[config.mk]
export PLATFORM = sky130hd
export DESIGN_NAME = frame_deframer_crc16_check_core
export DESIGN_NICKNAME = d
export VERILOG_FILES = /design/src/rtl/dfr_pkg.sv /design/src/rtl/frame_deframer_crc16_check_core.sv /design/src/rtl/dfr_parse.sv /design/src/rtl/dfr_out_fifo.sv
export SDC_FILE = /design/constraint.sdc
export NUM_CORES = 1
export LEC_CHECK = 0
export ABC_AREA = 1
export BUFFER_PORTS_ARGS = -buffer_cell sky130_fd_sc_hd__buf_4
export CAP_MARGIN = 20
export CORE_ASPECT_RATIO = 1.4
export CORE_MARGIN = 2
export CORE_UTILIZATION = 35
export DETAILED_ROUTE_END_ITERATION = 10
export PLACE_DENSITY = 0.62
export SYNTH_ARGS = -nofsm -noshare
export SYNTH_HDL_FRONTEND = slang
export SYNTH_SLANG_ARGS = --single-unit
[constraint.sdc]
create_clock -name clk -period 34.9 [get_ports clk]
set_clock_uncertainty 0.05 [all_clocks]
set_input_delay 5.235 -clock clk [delete_from_list [all_inputs] [get_ports clk]]
set_output_delay 5.235 -clock clk [all_outputs]
set_load 0.03 [all_outputs]
[src/rtl/dfr_pkg.sv]
package dfr_pkg;

	// Header bytes compared at most; a larger header_length setting saturates here.
	localparam int MAX_HEADER_BYTES = 4;
	// Fixed bytes after the header: total length, version, type, command, data length, CRC.
	localparam int BASE_EXTRA = 10;

	localparam int CFG_IDX_W = 2;
	localparam int CFG_DATA_W = 32;

	// Depth of the result queue. It must be a power of two and at least two.
	localparam int OUT_DEPTH = 4;

	localparam logic [15:0] CRC_INIT = 16'hFFFF;
	localparam logic [15:0] CRC_POLY = 16'h1021;

	localparam logic [15:0] HDLEN_RESET = 16'd1024;
	localparam logic [2:0] HLEN_RESET = 3'd2;

	typedef enum logic [CFG_IDX_W-1:0] {
		REG_HEADER_PATTERN = 2'd0,
		REG_HEADER_LENGTH = 2'd1,
		REG_MAX_FRAME_LENGTH = 2'd2
	} cfg_reg_t;

	localparam logic [2:0] ST_OK = 3'd0;
	localparam logic [2:0] ST_TOO_SHORT = 3'd1;
	localparam logic [2:0] ST_BAD_HEADER = 3'd2;
	localparam logic [2:0] ST_BAD_LENGTH = 3'd3;
	localparam logic [2:0] ST_BAD_CRC = 3'd4;

	localparam logic KIND_PAYLOAD = 1'b0;
	localparam logic KIND_STATUS = 1'b1;

	// Byte offsets of the fixed fields, counted from the end of the header.
	localparam logic [2:0] FLD_LEN_HI = 3'd0;
	localparam logic [2:0] FLD_LEN_LO = 3'd1;
	localparam logic [2:0] FLD_VER_HI = 3'd2;
	localparam logic [2:0] FLD_VER_LO = 3'd3;
	localparam logic [2:0] FLD_TYPE = 3'd4;
	localparam logic [2:0] FLD_CMD = 3'd5;
	localparam logic [2:0] FLD_DLEN_HI = 3'd6;
	localparam logic [2:0] FLD_DLEN_LO = 3'd7;

	typedef struct packed {
		logic [7:0] rx_byte;
		logic end_of_buffer;
	} in_item_t;

	typedef struct packed {
		logic result_kind;
		logic [7:0] payload_byte;
		logic [15:0] payload_index;
		logic [2:0] status_code;
		logic [15:0] frame_length;
		logic [15:0] protocol_version;
		logic [7:0] packet_type;
		logic [7:0] command_code;
		logic [15:0] payload_length;
		logic [15:0] received_check;
		logic last;
	} out_item_t;

	typedef struct packed {
		logic [31:0] header_pattern;
		logic [2:0] header_length;
		logic [15:0] max_frame_length;
	} cfg_t;

	// Results of one byte: an optional payload result, then an optional status result.
	typedef struct packed {
		logic pay_vld;
		out_item_t pay;
		logic st_vld;
		out_item_t st;
	} res_t;

	// CRC-16/CCITT-FALSE update by one byte, MSB first.
	function automatic logic [15:0] crc16_byte(input logic [15:0] crc, input logic [7:0] b);
		logic [15:0] c;
		c = crc ^ {b, 8'h00};
		for (int k = 0; k < 8; k++) begin
			c = c[15] ? ((c << 1) ^ CRC_POLY) : (c << 1);
		end
		return c;
	endfunction

endpackage

[src/rtl/frame_deframer_crc16_check_core.sv]
// Channel   Direction  Handshake              Payload
// in        inbound    in_valid / in_stall    in_data (rx_byte, end_of_buffer)
// out       outbound   out_valid / out_stall  out_data (payload or status result)
// cfg       inbound    cfg_valid / cfg_ready  cfg_index, cfg_data
//
// One byte is taken per cycle while in_stall is low. A byte is held in the input register
// and parsed there; its results are written into the result queue, which offers them.
// A byte yields at most two results; they enter a four-entry result queue, and the input
// register holds (in_stall) while fewer than two queue entries are free.
// Reset restores the default configuration and clears the frame state; no clearing pass.
// Stalls on the output side reach the input only through the queue fill level.
module frame_deframer_crc16_check_core import dfr_pkg::*; (
	input  logic clk,
	input  logic arst_n,
	input  logic in_valid,
	output logic in_stall,
	input  in_item_t in_data,
	output logic out_valid,
	input  logic out_stall,
	output out_item_t out_data,
	input  logic cfg_valid,
	output logic cfg_ready,
	input  logic [CFG_IDX_W-1:0] cfg_index,
	input  logic [CFG_DATA_W-1:0] cfg_data
);

	cfg_t cfg_q;
	in_item_t item_s1;
	logic valid_s1;
	logic room, take;
	res_t res;

	// Configuration registers. Writes are always accepted; an unknown index is dropped.
	assign cfg_ready = 1'b1;

	always_ff @(posedge clk or negedge arst_n) begin
		if (!arst_n) begin
			cfg_q.header_pattern <= '0;
			cfg_q.header_length <= HLEN_RESET;
			cfg_q.max_frame_length <= HDLEN_RESET;
		end else if (cfg_valid && cfg_ready) begin
			case (cfg_reg_t'(cfg_index))
				REG_HEADER_PATTERN: cfg_q.header_pattern <= cfg_data;
				REG_HEADER_LENGTH: cfg_q.header_length <= cfg_data[2:0];
				REG_MAX_FRAME_LENGTH: cfg_q.max_frame_length <= cfg_data[15:0];
				default: ;
			endcase
		end
	end

	// The byte in the input register is parsed when the result queue can absorb the two
	// results it may produce. The stall depends only on registered state.
	assign take = valid_s1 && room;
	assign in_stall = valid_s1 && !room;

	always_ff @(posedge clk or negedge arst_n) begin
		if (!arst_n) begin
			valid_s1 <= 1'b0;
		end else if (in_valid && !in_stall) begin
			valid_s1 <= 1'b1;
		end else if (take) begin
			valid_s1 <= 1'b0;
		end
	end

	always_ff @(posedge clk) begin
		if (in_valid && !in_stall) begin
			item_s1 <= in_data;
		end
	end

	// Frame state, field capture, CRC and status decision for one byte.
	dfr_parse u_parse (
		.clk(clk),
		.arst_n(arst_n),
		.cfg(cfg_q),
		.take(take),
		.item(item_s1),
		.res(res)
	);

	// Result queue; a final payload byte pushes its payload result and then the status.
	dfr_out_fifo u_out (
		.clk(clk),
		.arst_n(arst_n),
		.res(res),
		.room(room),
		.out_valid(out_valid),
		.out_stall(out_stall),
		.out_data(out_data)
	);

endmodule

[src/rtl/dfr_parse.sv]
module dfr_parse import dfr_pkg::*; (
	input  logic clk,
	input  logic arst_n,
	input  cfg_t cfg,
	input  logic take,
	input  in_item_t item,
	output res_t res
);

	logic [15:0] pos_q, crc_q, len_q, ver_q, dlen_q, rcrc_q;
	logic [7:0] typ_q, cmd_q;
	logic [2:0] ferr_q;

	logic [15:0] pos_d, crc_d, len_d, ver_d, dlen_d, rcrc_d;
	logic [7:0] typ_d, cmd_d;
	logic [2:0] ferr_d;

	logic [3:0] hlen4, hdr_n;
	logic [4:0] base;
	logic [16:0] base17, dlen_lo_sum, end_sum;
	logic [7:0] b, exp_byte;
	logic [15:0] rel, off;
	logic in_crc, pay_hit;
	logic [2:0] status;

	assign b = item.rx_byte;
	assign hlen4 = {1'b0, cfg.header_length};
	assign hdr_n = (hlen4 > 4'(MAX_HEADER_BYTES)) ? 4'(MAX_HEADER_BYTES) : hlen4;
	assign base = 5'(hdr_n) + 5'(BASE_EXTRA);
	assign base17 = 17'(base);
	assign rel = pos_q - 16'(hdr_n);
	assign off = rel - 16'd8;
	// Header bytes past the fourth are expected to be zero.
	assign exp_byte = (pos_q[15:2] == 14'd0) ?
		cfg.header_pattern[{pos_q[1:0], 3'b000} +: 8] : 8'h00;
	assign dlen_lo_sum = base17 + 17'({dlen_q[15:8], b});

	always_comb begin
		pos_d = (pos_q == 16'hFFFF) ? pos_q : pos_q + 16'd1;
		len_d = len_q;
		ver_d = ver_q;
		typ_d = typ_q;
		cmd_d = cmd_q;
		dlen_d = dlen_q;
		rcrc_d = rcrc_q;
		ferr_d = ferr_q;
		in_crc = 1'b0;
		pay_hit = 1'b0;
		if (pos_q < 16'(hdr_n)) begin
			in_crc = 1'b1;
			if (b != exp_byte && ferr_q == ST_OK) begin
				ferr_d = ST_BAD_HEADER;
			end
		end else if (rel[15:3] == 13'd0) begin
			in_crc = 1'b1;
			case (rel[2:0])
				FLD_LEN_HI: len_d = {b, len_q[7:0]};
				FLD_LEN_LO: len_d = {len_q[15:8], b};
				FLD_VER_HI: ver_d = {b, ver_q[7:0]};
				FLD_VER_LO: ver_d = {ver_q[15:8], b};
				FLD_TYPE: typ_d = b;
				FLD_CMD: cmd_d = b;
				FLD_DLEN_HI: dlen_d = {b, dlen_q[7:0]};
				FLD_DLEN_LO: begin
					dlen_d = {dlen_q[15:8], b};
					if (ferr_q == ST_OK && (len_q != dlen_lo_sum[15:0] ||
						dlen_lo_sum > 17'(cfg.max_frame_length))) begin
						ferr_d = ST_BAD_LENGTH;
					end
				end
				default: ;
			endcase
		end else if (ferr_q == ST_OK) begin
			// Past the fixed fields: payload, then the two CRC bytes, then ignored bytes.
			if (off < dlen_q) begin
				pay_hit = 1'b1;
				in_crc = 1'b1;
			end else if (off == dlen_q) begin
				rcrc_d = {b, rcrc_q[7:0]};
			end else if ({1'b0, off} == 17'(dlen_q) + 17'd1) begin
				rcrc_d = {rcrc_q[15:8], b};
			end
		end
		crc_d = in_crc ? crc16_byte(crc_q, b) : crc_q;
	end

	assign end_sum = base17 + 17'(dlen_d);

	always_comb begin
		if (pos_d < 16'(base)) begin
			status = ST_TOO_SHORT;
		end else if (ferr_d != ST_OK) begin
			status = ferr_d;
		end else if ({1'b0, pos_d} < end_sum) begin
			status = ST_TOO_SHORT;
		end else if (crc_d != rcrc_d) begin
			status = ST_BAD_CRC;
		end else begin
			status = ST_OK;
		end
	end

	always_comb begin
		res = '0;
		res.pay_vld = take && pay_hit;
		res.pay.result_kind = KIND_PAYLOAD;
		res.pay.payload_byte = b;
		res.pay.payload_index = off;
		res.st_vld = take && item.end_of_buffer;
		res.st.result_kind = KIND_STATUS;
		res.st.status_code = status;
		res.st.frame_length = len_d;
		res.st.protocol_version = ver_d;
		res.st.packet_type = typ_d;
		res.st.command_code = cmd_d;
		res.st.payload_length = dlen_d;
		res.st.received_check = rcrc_d;
		res.st.last = 1'b1;
	end

	always_ff @(posedge clk or negedge arst_n) begin
		if (!arst_n) begin
			pos_q <= '0;
			crc_q <= CRC_INIT;
			len_q <= '0;
			ver_q <= '0;
			typ_q <= '0;
			cmd_q <= '0;
			dlen_q <= '0;
			rcrc_q <= '0;
			ferr_q <= ST_OK;
		end else if (take) begin
			if (item.end_of_buffer) begin
				pos_q <= '0;
				crc_q <= CRC_INIT;
				len_q <= '0;
				ver_q <= '0;
				typ_q <= '0;
				cmd_q <= '0;
				dlen_q <= '0;
				rcrc_q <= '0;
				ferr_q <= ST_OK;
			end else begin
				pos_q <= pos_d;
				crc_q <= crc_d;
				len_q <= len_d;
				ver_q <= ver_d;
				typ_q <= typ_d;
				cmd_q <= cmd_d;
				dlen_q <= dlen_d;
				rcrc_q <= rcrc_d;
				ferr_q <= ferr_d;
			end
		end
	end

endmodule

[src/rtl/dfr_out_fifo.sv]
module dfr_out_fifo import dfr_pkg::*; (
	input  logic clk,
	input  logic arst_n,
	input  res_t res,
	output logic room,
	output logic out_valid,
	input  logic out_stall,
	output out_item_t out_data
);

	localparam int PTR_W = $clog2(OUT_DEPTH);
	localparam int CNT_W = $clog2(OUT_DEPTH + 1);

	out_item_t mem_q [OUT_DEPTH];
	logic [PTR_W-1:0] wp_q, rp_q, wp1;
	logic [CNT_W-1:0] cnt_q;
	logic wr0, wr1, pop;
	out_item_t d0;

	// The first free slot takes the payload result if there is one, else the status.
	assign wr0 = res.pay_vld || res.st_vld;
	assign wr1 = res.pay_vld && res.st_vld;
	assign d0 = res.pay_vld ? res.pay : res.st;
	assign wp1 = wp_q + PTR_W'(1);

	assign out_valid = (cnt_q != '0);
	assign out_data = mem_q[rp_q];
	assign pop = out_valid && !out_stall;
	assign room = (cnt_q <= CNT_W'(OUT_DEPTH - 2));

	always_ff @(posedge clk) begin
		for (int i = 0; i < OUT_DEPTH; i++) begin
			if (wr0 && wp_q == PTR_W'(i)) begin
				mem_q[i] <= d0;
			end else if (wr1 && wp1 == PTR_W'(i)) begin
				mem_q[i] <= res.st;
			end
		end
	end

	always_ff @(posedge clk or negedge arst_n) begin
		if (!arst_n) begin
			wp_q <= '0;
			rp_q <= '0;
			cnt_q <= '0;
		end else begin
			wp_q <= wp_q + PTR_W'(wr0) + PTR_W'(wr1);
			if (pop) begin
				rp_q <= rp_q + PTR_W'(1);
			end
			cnt_q <= cnt_q + CNT_W'(wr0) + CNT_W'(wr1) - CNT_W'(pop);
		end
	end

endmodule

==> metrics, run 1 <==
status=finished clean; Post-Syn Area per Cell=8.94 µm²; htree depth=2; layout-stage area growth over the synthesis result=14.2%; setup-violating endpoint count in the final report=0; top library cells by usage in the layout, fill and taps aside=717 x sky130_fd_sc_hd__nor2_1, 514 x sky130_fd_sc_hd__nand2_1, 416 x sky130_fd_sc_hd__edfxtp_1; number of hold buffers added after CTS=0; Final Hold Vio Count=0; IO Count=160; drt pass-1 iters=5; worst supply voltage drop on vdd=0.0557 mV; most instantiated flip-flop cell in the synthesis netlist=sky130_fd_sc_hd__edfxtp_1; total clock sinks=615; share of cells above drive strength 1=11.8%; number of flops mapped to enable cells by yosys=416; Tightest Pin Transition=1.12 ns; row count=130; insertion delay of the later-clocked pin in the worst-skew pair=0.67 ns; average routed wire per standard cell=20.2 µm; maximum buffer depth of the clock tree=3; length in cells of the worst reg-to-reg path=40; data arrival at the endpoint of the critical path=3.99 ns; final net count=3,719; global-route wire length before repair=147 mm; unique cell type count in the Yosys netlist=60; final routed DRC violation total=0; post-DR vias/cell=5.26; starting DRC count in detailed routing=1,942; GRT Util Overall=20.8%; critical path launch point type=flop; max_slew headroom=25.3%; Pleak=0.0149 µW; core region area=89,500 µm²; synthesized instance count=3,517; final estimated routing congestion in global placement=0.963; maximum number of pins on one net before global-route repair=132; effective utilization at floorplan=35.1%; Period Utilization, post-route=26.6%; DR vias=25,400; critical path capture point type=output pin; die boundary height=359 µm; total congestion overflow=0; Fin Setup TNS=0 ns; maxcap violations=0; CTS-repair resized insts=0; count of non-filler cells in the finished layout=4,835; cell chosen for the clock root=sky130_fd_sc_hd__clkbuf_16; number of CTS-inserted buffers=59; count of cells along the worst hold path=2; final count of pins violating max slew=0; clock-pin slew reported for the worst setup and hold paths after clock tree synthesis=0.07 ns; origin of the worst min-delay path=u_out.mem_q[2][100]$_SDFFE_PP0P_; launching point of the worst reg2reg path=u_parse.pos_q[0]$_DFFE_PN0P_; leading cell type in the layout, fill and taps excluded=sky130_fd_sc_hd__nor2_1; clock tree from TritonCTS=done; flops & latches, synth=615; number of cells in the design after placement=4,720; unrepaired setup endpoints after global routing=false; share of synthesized flip-flops with an asynchronous set or reset=28.3%; port bufs=158; path type of the worst setup path=reg2out; via count of the first global-routing pass=24,100; worst endpoint required time=29.61 ns; final hold slack=0.425 ns; Crit Reg-Reg Endpoint=u_out.mem_q[0][81]$_DFFE_PP_; number of nets with antenna violations after detailed routing=0; Die Wd=257 µm; FMAX=108 MHz; setup fix buffers added after clock tree synthesis=0; Final min period=9.27 ns; initial antenna violation count=1; pwr dens=87.3 nW/µm²; largest fanout of any net on the critical path=88; class of the worst hold path=reg2reg; HPWL reported at the end of detailed placement=64.0 mm; DIE AREA=92,300 µm²; routed wire length=97.8 mm; share of the yosys chip area belonging to registers=55.2%; end of the worst hold path=u_out.mem_q[2][100]$_SDFFE_PP0P_; Synthesis Warnings=0; worst setup slack for register-to-register paths=26.53 ns; Synth Cell Area=31,400 µm²
[routing by layer]
| layer | vias to the layer above | wire [µm] | track usage, % |
|---|---|---|---|
| met5 | - | 0 | 0 |
| met4 | 0 | 3570 | 7.73 |
| met3 | 189 | 5790 | 2.94 |
| met2 | 877 | 48200 | 36.2 |
| met1 | 12400 | 40200 | 26.3 |
| li1 | 12000 | - | - |
[synth_stat cells (3+ instances only)]
master / number / area share, %
sky130_fd_sc_hd__edfxtp_1: 416 / 40
sky130_fd_sc_hd__nor2_1: 722 / 8.6
sky130_fd_sc_hd__nand3_1: 126 / 2.0
sky130_fd_sc_hd__xor2_1: 45 / 1.3
sky130_fd_sc_hd__nand4_1: 40 / 0.80
sky130_fd_sc_hd__clkinv_1: 5 / 0.060
sky130_fd_sc_hd__buf_4: 10 / 0.24
sky130_fd_sc_hd__a21oi_1: 65 / 1.0
sky130_fd_sc_hd__xnor2_1: 24 / 0.67
sky130_fd_sc_hd__dfstp_2: 18 / 1.5
sky130_fd_sc_hd__fa_1: 6 / 0.38
sky130_fd_sc_hd__a211oi_1: 4 / 0.096
sky130_fd_sc_hd__buf_1: 12 / 0.14
sky130_fd_sc_hd__o21ai_1: 15 / 0.24
sky130_fd_sc_hd__inv_1: 323 / 3.9
sky130_fd_sc_hd__ha_1: 70 / 2.8
sky130_fd_sc_hd__inv_2: 5 / 0.060
sky130_fd_sc_hd__nand2_2: 18 / 0.36
sky130_fd_sc_hd__o21ai_0: 396 / 6.3
sky130_fd_sc_hd__nor4_1: 5 / 0.099
sky130_fd_sc_hd__clkbuf_1: 149 / 1.8
sky130_fd_sc_hd__dfxtp_1: 25 / 1.6
sky130_fd_sc_hd__mux2_2: 16 / 0.57
sky130_fd_sc_hd__buf_2: 18 / 0.29
sky130_fd_sc_hd__o22ai_1: 192 / 3.8
sky130_fd_sc_hd__nand2_1: 516 / 6.2
sky130_fd_sc_hd__dfrtp_1: 156 / 12
sky130_fd_sc_hd__a31oi_1: 3 / 0.060
sky130_fd_sc_hd__o21ai_2: 7 / 0.19
sky130_fd_sc_hd__nand2_4: 7 / 0.25
sky130_fd_sc_hd__nand3b_1: 3 / 0.072
sky130_fd_sc_hd__a22oi_1: 4 / 0.096
sky130_fd_sc_hd__nor2_2: 14 / 0.28
sky130_fd_sc_hd__o21bai_1: 4 / 0.096
sky130_fd_sc_hd__or2_2: 7 / 0.14
sky130_fd_sc_hd__nor4_2: 4 / 0.16
sky130_fd_sc_hd__o21a_1: 7 / 0.17
sky130_fd_sc_hd__nor2_4: 9 / 0.32
sky130_fd_sc_hd__nor3_1: 23 / 0.37
sky130_fd_sc_hd__mux2i_1: 3 / 0.096
[per-stage QoR]
| step | setup slack, ns | power, µW | cell area [µm²] | util, % |
|---|---|---|---|---|
| 2_1_floorplan | 22.37 | 1930 | 31500 | - |
| 3_3_place_gp | 26.33 | 2440 | 33700 | 37.7 |
| 3_5_place_dp | 26.27 | 2450 | 33700 | 37.7 |
| 4_1_cts | 25.55 | 3150 | 35800 | 40.1 |
| 5_1_grt | 25.26 | 3310 | 35900 | 40.1 |
| 6_report | 25.63 | 3130 | 35900 | 40.1 |
[cell families after synthesis]
family / count (synthesis) / synth area share, %
XOR/XNOR: 69 / 1.92
AO/OA/AOI/OAI: 708 / 12.4
other: 2 / 0.0239
adder cells (fa/ha/maj): 76 / 3.17
buffers and inverters: 524 / 6.51
AND/OR/NAND/NOR: 1504 / 20.0
multiplexers: 19 / 0.669
flip-flops: 615 / 55.2
[report_power, final]
group	leakage [µW]	internal [µW]	switching (µW)
logic	0.00760	421	1070
registers	0.00633	900	46.4
clock network	0.00100	396	299
total	0.0149	1720	1420
[area by class of cell]
type                    instances  area [µm²]
repair buffers                203        1560
well taps                    1188        1490
multi-input cells            2383       12100
clock buffers                  75        1610
inverters                     333        1260
clock inverters                37         492
flip-flops and latches        615       17400
fillers                      8948       53600
diodes                          1        2.50
[registers in the layout (all words and copies together), names as in the netlist]
register / flops
u_out.cnt_q: 3
u_parse.dlen_q: 16
u_parse.ver_q: 16
valid_s1: 1
u_parse.crc_q: 16
u_parse.typ_q: 8
u_parse.len_q: 16
u_out.wp_q: 2
u_parse.pos_q: 16
u_out.rp_q: 2
u_out.mem_q: 432
u_parse.rcrc_q: 16
item_s1: 9
u_parse.ferr_q: 3
u_parse.cmd_q: 8
cfg_q: 51
[how the worst max path moves through the flow]
| stage | endpoint | from | slack (ns) | cells past startpoint |
|---|---|---|---|---|
| floorplan | u_out.mem_q[0][0]$_SDFFCE_PP1P_ | u_parse.pos_q[0]$_DFFE_PN0P_ | 22.37 | 31 |
| CTS | out_data[15] | u_out.rp_q[0]$_DFFE_PN0P_ | 25.55 | 5 |
| global route | out_data[15] | u_out.rp_q[0]$_DFFE_PN0P_ | 25.26 | 5 |
| global placement | out_data[15] | u_out.rp_q[1]$_DFFE_PN0P_ | 26.33 | 6 |
| finish | out_data[16] | u_out.rp_q[1]$_DFFE_PN0P_ | 25.63 | 6 |
| detailed placement | out_data[15] | u_out.rp_q[0]$_DFFE_PN0P_ | 26.27 | 5 |
[critical path, cell delays in order (launching register included)]
cell and delay, ns:
sky130_fd_sc_hd__dfrtp_2 0.39, sky130_fd_sc_hd__buf_4 0.42, sky130_fd_sc_hd__inv_4 0.56, sky130_fd_sc_hd__buf_4 0.79, sky130_fd_sc_hd__o21ai_0 0.24, sky130_fd_sc_hd__o22ai_1 0.50
sky130_fd_sc_hd__buf_4 0.27
Note: power is estimated with default switching activity, not from simulation.
==> run 2: changes to the inputs <==
PLACE_DENSITY = 0.64   (was 0.62)
clock period = 7.85 ns   (was 34.9 ns; I/O delays follow)
==> metrics, run 2 (synthesis results as in run 1) <==
status=finished clean; number of CTS-inserted buffers=59; number of nets with antenna violations after detailed routing=0; CTS-repair resized insts=0; clock tree from TritonCTS=done; antenna fix cells=0; post-layout power=13,700 µW; total congestion overflow=0; maximum buffer depth of the clock tree=3; DR vias=25,200; Pleak=0.0149 µW; largest fanout of any net on the critical path=40; setup-violating endpoint count in the final report=0; launching point of the worst reg2reg path=cfg_q[17]$_DFFE_PN1P_; global routing usage on met2=36.5%; port bufs=158; Tightest Pin Transition=1.16 ns; count of non-filler cells in the finished layout=4,841; global-route wire length before repair=149 mm; path type of the worst setup path=reg2reg; longest individual stage delay on the worst path=0.55 ns; drt pass-1 iters=6; routed wire length=98.3 mm; registers with the highest flip-flop counts=u_out.mem_q (432), cfg_q (51); leading cell type in the layout, fill and taps excluded=sky130_fd_sc_hd__nor2_1; Critical Path Most Common Cell=sky130_fd_sc_hd__nand2_1; Final Hold Vio Count=0; final estimated routing congestion in global placement=1.03; cell chosen for the clock root=sky130_fd_sc_hd__clkbuf_16; final-layout fill cell count=8,897; data arrival at the endpoint of the critical path=7.36 ns; Period Utilization, post-route=90.3%; IO Count=160; maxcap violations=0; Fin Setup TNS=0 ns; worst supply voltage drop on vdd=0.207 mV; die boundary height=359 µm; unrepaired setup endpoints after global routing=false; pwr dens=383 nW/µm²; Largest Register=u_out.mem_q; final cell area excluding filler cells=35,800 µm²; initial antenna violation count=1; HPWL reported at the end of detailed placement=65.9 mm; critical path capture point type=flop; fraction of met3 tracks used by global routing=2.79%; final hold slack=0.428 ns; maximum number of pins on one net before global-route repair=108; FMAX=141 MHz; clock-pin slew reported for the worst setup and hold paths after clock tree synthesis=0.08 ns; area of the multi-input gates=12,100 µm²; average routed wire per standard cell=20.3 µm; layout-stage area growth over the synthesis result=14.0%; origin of the worst setup path=cfg_q[17]$_DFFE_PN1P_; htree depth=2; number of flip-flops under the largest register name=432; top library cells by usage in the layout, fill and taps aside=717 x sky130_fd_sc_hd__nor2_1, 514 x sky130_fd_sc_hd__nand2_1, 416 x sky130_fd_sc_hd__edfxtp_1; share of cells above drive strength 1=11.6%; setup fix buffers added after clock tree synthesis=0; final routed DRC violation total=0; row count=130; Critical-path top delay cell=sky130_fd_sc_hd__dfstp_2; number of cells in the design after placement=4,726; final net count=3,726; insertion delay of the later-clocked pin in the worst-skew pair=0.67 ns; DIE AREA=92,300 µm²; number of hold buffers added after CTS=0; via count of the first global-routing pass=24,200; total clock sinks=615; core region area=89,500 µm²; GRT Util Overall=21.0%; class of the worst hold path=reg2reg; final count of pins violating max slew=0; origin of the worst min-delay path=u_out.mem_q[2][85]$_SDFFE_PP0P_; effective utilization at floorplan=35.1%; critical path launch point type=flop; busiest layer in global routing=met2; met1 global-route usage=26.0%; Final min period=7.09 ns; starting DRC count in detailed routing=2,097; max_slew headroom=22.3%; cell area reported after detailed placement=33,900 µm²; worst endpoint required time=8.12 ns; post-DR vias/cell=5.21; Die Wd=257 µm; sequential cell area=17,400 µm²
==> run 2: where the power goes <==
group	switching (µW)	internal (µW)
clock	1310	1500
sequential	187	4000
combinational	4810	1910
total	6310	7410
==> run 2: through the flow <==
step / setup slack [ns] / utilization, %
detailed placement: 0.822 / 37.9
global route: 0.0720 / 40.1
CTS: 0.800 / 40.0
finish: 0.758 / 40.1
floorplan: 0.116 / -
global placement: 0.936 / 37.9
==> run 2: per-layer routing <==
| metal | vias up | share of wire [%] |
|---|---|---|
| met3 | 180 | 5.5 |
| met2 | 867 | 49 |
| met1 | 12100 | 41 |
| met4 | 2 | 4.6 |
| li1 | 12000 | - |
| met5 | - | 0.018 |
==> run 2: worst paths after layout <==
path | to | slack, ns | cells past startpoint
worst min-delay path | u_out.mem_q[2][85]$_SDFFE_PP0P_ | 0.43 | 2
min in group asynchronous | u_parse.ver_q[13]$_DFFE_PN0P_ | 0.50 | 1
max in group asynchronous | u_out.rp_q[0]$_DFFE_PN0P_ | 5.84 | 2
worst min register to register | u_out.mem_q[2][85]$_SDFFE_PP0P_ | 0.43 | 2
worst max-delay path | u_out.mem_q[2][32]$_DFFE_PP_ | 0.76 | 29
worst max register to register | u_out.mem_q[2][32]$_DFFE_PP_ | 0.76 | 29
==> run 2: cell type report <==
type,count,share of cell area [%]
Clock buffer,84,4.55
Clock inverter,28,0.712
Inverter,333,3.52
Multi-Input combinational cell,2383,33.8
Sequential cell,615,48.5
Tap cell,1188,4.15
Timing Repair Buffer,210,4.76
==> run 2: critical path: cells and delay by family (launching register included) <==
kind	cells	cell delay, ns
buffers and inverters	6	1.17
and+or+nand+nor	17	3.29
DFF	1	0.55
adders and majority gates	3	1.03
AOI/OAI and AO/OA	3	0.56
